==> src/hdl/spq_pkg.sv <==
// shared types and constants for the sorted priority queue
package spq_pkg;

    localparam int CAPACITY_DEFAULT   = 16;
    localparam int VALUE_BITS_DEFAULT = 32;

    localparam int OP_W       = 2;
    localparam int TAG_W      = 32;
    localparam int PRIO_W     = 32;
    localparam int COUNT_W    = 5;

    typedef enum logic [OP_W-1:0] {
        OP_ENQ = 2'd0,
        OP_DEQ = 2'd1,
        OP_CLR = 2'd2,
        OP_NOP = 2'd3
    } op_t;

    // one-hot controller states
    typedef enum logic [1:0] {
        ST_IDLE = 2'b01,
        ST_HOLD = 2'b10
    } state_t;

    // commands from controller to datapath, valid for the accept cycle
    typedef struct packed {
        logic load;
        logic enq;
        logic deq;
        logic clr;
        logic drop;
    } cmd_t;

    // datapath status seen by the controller
    typedef struct packed {
        logic full;
        logic empty;
    } status_t;

endpackage

==> src/hdl/spq_ctrl.sv <==
// controller: handshake state machine and op decode
module spq_ctrl (
    input  logic                        aclk,
    input  logic                        aresetn,
    input  logic                        s_valid,
    output logic                        s_ready,
    input  logic [spq_pkg::OP_W-1:0]    s_op,
    output logic                        m_valid,
    input  logic                        m_ready,
    input  spq_pkg::status_t            status,
    output spq_pkg::cmd_t               cmd
);
    import spq_pkg::*;

    state_t state_reg;
    state_t state_next;
    logic   accept;
    op_t    op;

    assign op      = op_t'(s_op);
    assign m_valid = (state_reg == ST_HOLD);
    assign s_ready = (state_reg == ST_IDLE) || m_ready;
    assign accept  = s_valid && s_ready;

    always_comb begin
        state_next = state_reg;
        unique case (state_reg)
            ST_IDLE: begin
                if (accept) state_next = ST_HOLD;
            end
            ST_HOLD: begin
                if (accept) state_next = ST_HOLD;
                else if (m_ready) state_next = ST_IDLE;
            end
            default: state_next = ST_IDLE;
        endcase
    end

    always_ff @(posedge aclk) begin
        if (!aresetn) state_reg <= ST_IDLE;
        else state_reg <= state_next;
    end

    always_comb begin
        cmd = '0;
        cmd.load = accept;
        if (accept) begin
            unique case (op)
                OP_ENQ: begin
                    cmd.enq  = !status.full;
                    cmd.drop = status.full;
                end
                OP_DEQ: cmd.deq = !status.empty;
                OP_CLR: cmd.clr = 1'b1;
                OP_NOP: ;
                default: ;
            endcase
        end
    end

endmodule

==> src/hdl/spq_datapath.sv <==
// datapath: sorted row of entry cells, count and result registers
module spq_datapath #(
    parameter int CAPACITY   = spq_pkg::CAPACITY_DEFAULT,
    parameter int VALUE_BITS = spq_pkg::VALUE_BITS_DEFAULT
) (
    input  logic                                aclk,
    input  logic                                aresetn,
    input  spq_pkg::cmd_t                       cmd,
    output spq_pkg::status_t                    status,
    input  logic [spq_pkg::TAG_W-1:0]           s_value,
    input  logic signed [spq_pkg::PRIO_W-1:0]   s_priority_req,
    output logic [spq_pkg::TAG_W-1:0]           m_taken_value,
    output logic                                m_taken_valid,
    output logic [spq_pkg::TAG_W-1:0]           m_head_value,
    output logic signed [spq_pkg::PRIO_W-1:0]   m_head_priority,
    output logic [spq_pkg::COUNT_W-1:0]         m_count,
    output logic                                m_empty_res,
    output logic                                m_dropped
);
    import spq_pkg::*;

    localparam int CNT_W = $clog2(CAPACITY + 1);

    logic [VALUE_BITS-1:0]   val_reg  [CAPACITY];
    logic [VALUE_BITS-1:0]   val_next [CAPACITY];
    logic signed [PRIO_W-1:0] prio_reg  [CAPACITY];
    logic signed [PRIO_W-1:0] prio_next [CAPACITY];
    logic [CNT_W-1:0]        count_reg;
    logic [CNT_W-1:0]        count_next;
    logic [CAPACITY-1:0]     shift;

    logic [VALUE_BITS-1:0]   taken_reg;
    logic                    taken_valid_reg;
    logic                    dropped_reg;

    logic [VALUE_BITS+TAG_W-1:0] in_ext;
    logic [VALUE_BITS-1:0]       in_val;
    logic [TAG_W+VALUE_BITS-1:0] taken_ext;
    logic [TAG_W+VALUE_BITS-1:0] head_ext;
    logic [CNT_W+COUNT_W-1:0]    count_ext;

    assign in_ext = {{VALUE_BITS{1'b0}}, s_value};
    assign in_val = in_ext[VALUE_BITS-1:0];

    assign status.full  = (count_reg == CNT_W'(CAPACITY));
    assign status.empty = (count_reg == '0);

    // cells holding a priority above the new one move back by one
    always_comb begin
        for (int i = 0; i < CAPACITY; i++) begin
            shift[i] = (CNT_W'(i) < count_reg) && (prio_reg[i] > s_priority_req);
        end
    end

    always_comb begin
        for (int i = 0; i < CAPACITY; i++) begin
            val_next[i]  = val_reg[i];
            prio_next[i] = prio_reg[i];
            if (cmd.enq) begin
                if (i > 0 && shift[(i > 0) ? i - 1 : 0]) begin
                    val_next[i]  = val_reg[(i > 0) ? i - 1 : 0];
                    prio_next[i] = prio_reg[(i > 0) ? i - 1 : 0];
                end else if (shift[i] || CNT_W'(i) == count_reg) begin
                    val_next[i]  = in_val;
                    prio_next[i] = s_priority_req;
                end
            end else if (cmd.deq && i < CAPACITY - 1) begin
                val_next[i]  = val_reg[(i < CAPACITY - 1) ? i + 1 : i];
                prio_next[i] = prio_reg[(i < CAPACITY - 1) ? i + 1 : i];
            end
        end
    end

    always_comb begin
        count_next = count_reg;
        if (cmd.clr) count_next = '0;
        else if (cmd.enq) count_next = count_reg + 1'b1;
        else if (cmd.deq) count_next = count_reg - 1'b1;
    end

    always_ff @(posedge aclk) begin
        for (int i = 0; i < CAPACITY; i++) begin
            val_reg[i]  <= val_next[i];
            prio_reg[i] <= prio_next[i];
        end
    end

    always_ff @(posedge aclk) begin
        if (!aresetn) count_reg <= '0;
        else count_reg <= count_next;
    end

    always_ff @(posedge aclk) begin
        if (cmd.load) begin
            taken_reg       <= cmd.deq ? val_reg[0] : '0;
            taken_valid_reg <= cmd.deq;
            dropped_reg     <= cmd.drop;
        end
    end

    assign taken_ext = {{TAG_W{1'b0}}, taken_reg};
    assign head_ext  = {{TAG_W{1'b0}}, val_reg[0]};
    assign count_ext = {{COUNT_W{1'b0}}, count_reg};

    assign m_taken_value   = taken_ext[TAG_W-1:0];
    assign m_taken_valid   = taken_valid_reg;
    assign m_dropped       = dropped_reg;
    assign m_head_value    = status.empty ? '0 : head_ext[TAG_W-1:0];
    assign m_head_priority = status.empty ? '0 : prio_reg[0];
    assign m_count         = count_ext[COUNT_W-1:0];
    assign m_empty_res     = status.empty;

endmodule

==> src/hdl/sorted_priority_queue_top.sv <==
// sorted priority queue top level: controller plus cell datapath
// result: registered, valid on the m_ side in the cycle after the item is accepted
// throughput: one item per cycle while the m_ side is ready or no result is held;
//   each op updates the whole cell row at once because every cell compares against the new priority in parallel
// reset: synchronous active-low aresetn empties the queue and drops any pending result
// entry cells are not cleared; only slots below the count are ever shown
module sorted_priority_queue_top #(
    parameter int CAPACITY   = spq_pkg::CAPACITY_DEFAULT,
    parameter int VALUE_BITS = spq_pkg::VALUE_BITS_DEFAULT
) (
    input  logic                                aclk,
    input  logic                                aresetn,
    // input item channel
    input  logic                                s_valid,
    output logic                                s_ready,
    input  logic [spq_pkg::OP_W-1:0]            s_op,
    input  logic [spq_pkg::TAG_W-1:0]           s_value,
    input  logic signed [spq_pkg::PRIO_W-1:0]   s_priority_req,
    // result item channel
    output logic                                m_valid,
    input  logic                                m_ready,
    output logic [spq_pkg::TAG_W-1:0]           m_taken_value,
    output logic                                m_taken_valid,
    output logic [spq_pkg::TAG_W-1:0]           m_head_value,
    output logic signed [spq_pkg::PRIO_W-1:0]   m_head_priority,
    output logic [spq_pkg::COUNT_W-1:0]         m_count,
    output logic                                m_empty_res,
    output logic                                m_dropped
);
    import spq_pkg::*;

    // decoded per-item commands and queue status
    cmd_t    cmd;
    status_t status;

    // handshake and op decode; a new item is taken while the result
    // register is free or being drained in the same cycle
    spq_ctrl u_ctrl (
        .aclk    (aclk),
        .aresetn (aresetn),
        .s_valid (s_valid),
        .s_ready (s_ready),
        .s_op    (s_op),
        .m_valid (m_valid),
        .m_ready (m_ready),
        .status  (status),
        .cmd     (cmd)
    );

    // sorted cell row: enqueue inserts behind equal priorities,
    // dequeue shifts every cell toward the head
    spq_datapath #(
        .CAPACITY   (CAPACITY),
        .VALUE_BITS (VALUE_BITS)
    ) u_datapath (
        .aclk            (aclk),
        .aresetn         (aresetn),
        .cmd             (cmd),
        .status          (status),
        .s_value         (s_value),
        .s_priority_req  (s_priority_req),
        .m_taken_value   (m_taken_value),
        .m_taken_valid   (m_taken_valid),
        .m_head_value    (m_head_value),
        .m_head_priority (m_head_priority),
        .m_count         (m_count),
        .m_empty_res     (m_empty_res),
        .m_dropped       (m_dropped)
    );

endmodule

==> config.mk <==
export PLATFORM = sky130hd
export DESIGN_NAME = sorted_priority_queue_top
export DESIGN_NICKNAME = d
export VERILOG_FILES = /design/src/hdl/spq_pkg.sv /design/src/hdl/spq_ctrl.sv /design/src/hdl/spq_datapath.sv /design/src/hdl/sorted_priority_queue_top.sv
export SDC_FILE = /design/constraint.sdc
export NUM_CORES = 2
export LEC_CHECK = 0
export BUFFER_PORTS_ARGS = -buffer_cell sky130_fd_sc_hd__clkbuf_2
export CORE_AREA = 2 2 402 404
export CTS_BUF_LIST = sky130_fd_sc_hd__clkbuf_16
export DETAILED_ROUTE_END_ITERATION = 16
export DIE_AREA = 0 0 404 406
export PLACE_DENSITY = 0.58
export RECOVER_POWER = 25
export SLEW_MARGIN = 30
export SYNTH_ARGS = -nofsm -noshare
export SYNTH_HDL_FRONTEND = slang
export SYNTH_SLANG_ARGS = --single-unit
==> constraint.sdc <==
create_clock -name aclk -period 23 [get_ports aclk]
set_input_delay 3.45 -clock aclk [delete_from_list [all_inputs] [get_ports aclk]]
set_output_delay 3.45 -clock aclk [all_outputs]
set_load 0.02 [all_outputs]
==> results.md <==
- The run finished, with violations left.
- The checks that failed: max-capacitance violations, max-slew violations.
- The net count of the finished layout is 7,154.
- The fraction of registers with async set/reset is 0%.
- Clock skew on the completed layout was measured at 64.0 ps.
- The number of max-slew violations in the final report is 1,049.
- Subtracting the final worst setup slack from the clock period gives 15,190 ps.
- Setup violations remaining at the end of the flow were counted as 0.
- The routability congestion estimate is 1.01.
- The routed length per placed instance is 35.2 um.
- The core region area is 0.160 mm^2.
- The largest voltage drop on the vdd net is 0.0705 mV.
- In this run the tightest slew margin relative to its limit is -472%.
- For the pin with the worst max-slew slack, the measured transition is 8580 ps.
- In this run the count of I/O pins placed on the die edge is 176.
- Detailed routing inserted a total of 62.0k vias.
- The share of the clock period used by the worst path is 66.0%.
- Yosys printed 0 warnings.
- The floorplan step defined a die boundary enclosing 0.164 mm^2.
- The min-delay analysis places its worst path in the category reg -> reg.
- The post-synth net total is 7,327.
- The worst setup path is launched from a primary input.
- The logic depth of the worst register-to-register path is 9.
- Hold timing on the final database bottoms out at a slack of 554 ps.
- The initial utilization of the core area, before any placement, comes to 41.7%.
- The number of hold-slack violations in the final timing report came to 0.
- The finished layout holds 8,762 standard cells, fillers aside.
- After detailed routing, the number of remaining DRC violations is 0.
- The maximum number of pins on one net before global-route repair is 197.
- The detailed router put a total of 116 mm of wire on met1.
- The area growth from synthesis to layout is 9.56%.
- The number of max-cap violations is 22.
- During placement, the flow inserted port buffers numbering 175.
- The aggregate global routing overflow is 0.
- After the first detailed-routing iteration, the DRC count stood at 9,652.
- CTS saw 1,065 sinks.
- The number of global-route vias before repair is 57.9k.
- The clock reaches the later pin of the worst-skew pair after 820 ps.
- The critical path goes through clkbuf_1 -> or2_2 -> nand2_1 -> nor3_1 -> and2_0 -> clkbuf_1 -> nand2_1 -> o211ai_1.
- Setup repair after global routing left no endpoint under its margin.
- Sequential elements use 47.9% of the synthesized area.
- The buffer type at the clock tree root is clkbuf_16.
- Among all stages on the critical path, the largest delay is contributed by clkbuf_1.
- The register-to-register setup slack is 9980 ps.
- The number of stages on the worst hold path is 2.
- The total power divided by cell area is 70.1 mW/mm^2.
- The start-to-end type of the worst setup path is in -> reg.
- The end-of-flow core utilization is 45.7%.
- The clock transition time at the flip-flop clock pins of the worst setup and hold paths is 60 ps.
- On the worst path, the slowest cell contributes a delay of 6150 ps.
- The first global-routing pass estimated 430 mm of wire.
- The number of enable-type register cells in the synthesized netlist is 1,058.
- The leakage power figure is 26.8 nW.
- The post-placement cell count is 8,525.
- The TritonCTS clock tree is built.
- Once the clock tree was built, the setup fixing pass inserted 0 buffers.
- The number of buffers inserted for hold repair after clock tree synthesis is 0.
- The die is 404 um wide.
- The topmost layer with routed signal wires is met5.
- The largest fanout on the critical path is 196.
- The number of iterations in the first detailed-routing pass is 9.
- The worst hold path begins at u_ctrl.state_reg[0].
- Global routing used 36.3% of the available tracks across all layers.
- After synthesis the netlist holds a flip-flop and latch count of 1,065.
- In the synthesized netlist, the number of instances is 6,738.
- The placed instance area is 0.0693 mm^2.
- At the worst endpoint, the required time is 23,600 ps.
- The wire length on met3 is 39.6 mm.
- Averaged over all synthesized cells, the footprint is 9.89 um^2.
- The CTS buffer count is 120.
- Detailed routing placed a total of 133 mm of wire on met2.
- The worst reg2reg path startpoint is u_ctrl.state_reg[1].
- The element type at the critical path end is a register.
- For the final routed database, the setup TNS stands at 0 ps.
- The endpoint identified for the worst register-to-register timing path is u_datapath.val_reg[0][140].
- The H-tree generated during clock tree synthesis spans 3 levels.
- The cell area after layout is 0.0730 mm^2.
- The worst hold path endpoint is u_ctrl.state_reg[0].
- The site row count is 147.
- The timing-limited maximum frequency is 65.8 MHz.
- The unique cell type count in the Yosys netlist is 71.
- The die is 406 um tall.
- For the worst setup path, the data arrival time is 15,780 ps.
- The clock passes through at most 3 buffers.
- The placed wire-length estimate after detailed placement is 189 mm.
- Of the cells placed in the final design, the portion with a size suffix greater than 1 is 8.11%.
- Dividing the detail-routed via count by the number of cells gives 7.08.
- Summing every instance area after synthesis gives 0.0666 mm^2.
- In this run the remaining antenna-violating nets after routing total 0.
- Post-CTS repair changed the size of 0 cells.
- In the synthesized netlist the dominant register cell turns out to be edfxtp_1.
- The number of antenna violations at the first check in global routing came to 27.
- Wires add up to 308 mm.
[worst max-delay path: cells and delay by family]
family / cells / cell delay [ps]
AO/OA/AOI/OAI: 1 / 540
buffers and inverters: 2 / 6280
AND/OR/NAND/NOR: 5 / 5280
[through the flow]
stage | power, mW | setup WS [ps]
after CTS | 5.08 | 13790
after global placement | 3.16 | 13070
after floorplan | 2.83 | 11750
after detailed placement | 3.18 | 12990
final | 5.12 | 7810
after global routing | 5.24 | 7320
[placed cells by master, fill, tap and decap left out, types with 15 or more instances in the layout]
cell | Yosys | layout
or3_1 | 134 | 133
and2_1 | 103 | 57
and2_0 | 0 | 45
mux2_2 | 64 | 62
clkinv_2 | 0 | 24
o21a_1 | 79 | 77
buf_4 | 14 | 118
nand3_1 | 439 | 435
nand4_1 | 752 | 752
mux2i_1 | 66 | 66
nor3_1 | 212 | 212
and4_1 | 15 | 15
inv_1 | 112 | 139
a31oi_1 | 25 | 17
o21ai_1 | 16 | 20
nor2_1 | 175 | 175
nor4_1 | 23 | 20
a21oi_1 | 352 | 352
clkbuf_2 | 0 | 108
edfxtp_1 | 1058 | 1058
ha_1 | 519 | 519
o211ai_1 | 151 | 151
o221ai_1 | 129 | 129
clkinv_1 | 0 | 31
clkbuf_16 | 0 | 120
a221o_1 | 199 | 199
a21o_1 | 29 | 25
o21ai_0 | 128 | 124
nand2_1 | 1165 | 1157
clkbuf_1 | 435 | 81
nor2b_1 | 18 | 18
[cell usage after synthesis, types with 103 or more instances]
cell type,number,area share (%)
nand4_1,752,7.1
clkbuf_1,435,2.4
nor2_1,175,0.99
edfxtp_1,1058,48
nand2_1,1165,6.6
and2_1,103,0.97
o21ai_0,128,0.96
or3_1,134,1.3
a221o_1,199,3.0
inv_1,112,0.63
o221ai_1,129,1.7
nor3_1,212,1.6
nand3_1,439,3.3
o211ai_1,151,1.7
ha_1,519,9.7
a21oi_1,352,2.6
[layer usage]
layer | track usage [%] | vias up
met5 | 0.238 | -
met4 | 20.0 | 20
met3 | 9.82 | 1069
met2 | 54.8 | 4932
met1 | 47.4 | 30200
li1 | - | 25700
[how the worst max path moves through the flow]
stage,from,end,slack [ps],cells after the start
floorplan,s_priority_req[14],u_datapath.prio_reg[1][224],11750,10
detailed placement,m_ready,u_datapath.prio_reg[1][174],12990,12
global placement,m_ready,u_datapath.prio_reg[1][174],13070,12
finish,m_ready,u_datapath.val_reg[0][140],7810,8
CTS,m_ready,u_datapath.prio_reg[1][174],13790,12
global route,m_ready,u_datapath.val_reg[1][206],7320,10
[power by group]
| group | internal, mW | switching, mW |
|---|---|---|
| Combinational | 0.227 | 0.617 |
| Sequential | 2.26 | 0.0783 |
| Clock | 1.05 | 0.890 |
| Total | 3.54 | 1.59 |
[layout make-up]
class / instances / area (um^2)
clock buffers: 120 / 3000
flip-flops and latches: 1065 / 31900
diodes: 9 / 22.5
well taps: 2086 / 2610
multi-input cells: 4942 / 32200
inverters: 112 / 420
fillers: 15100 / 86600
clock inverters: 104 / 820
repair buffers: 324 / 1990
[logic make-up (layout without fill, tap and decap cells)]
group | Yosys count | count (layout) | synth area share [%]
flops | 1065 | 1065 | 47.9
simple gates | 3088 | 3088 | 22.9
buf+inv | 731 | 660 | 4.56
fa+ha+maj | 519 | 519 | 9.74
compound gates | 1200 | 1200 | 12.8
xor+xnor | 5 | 5 | 0.0657
other cells | 0 | 9 | 0
mux | 130 | 130 | 2.07
No activity file was read; power rests on OpenSTA's default activity.
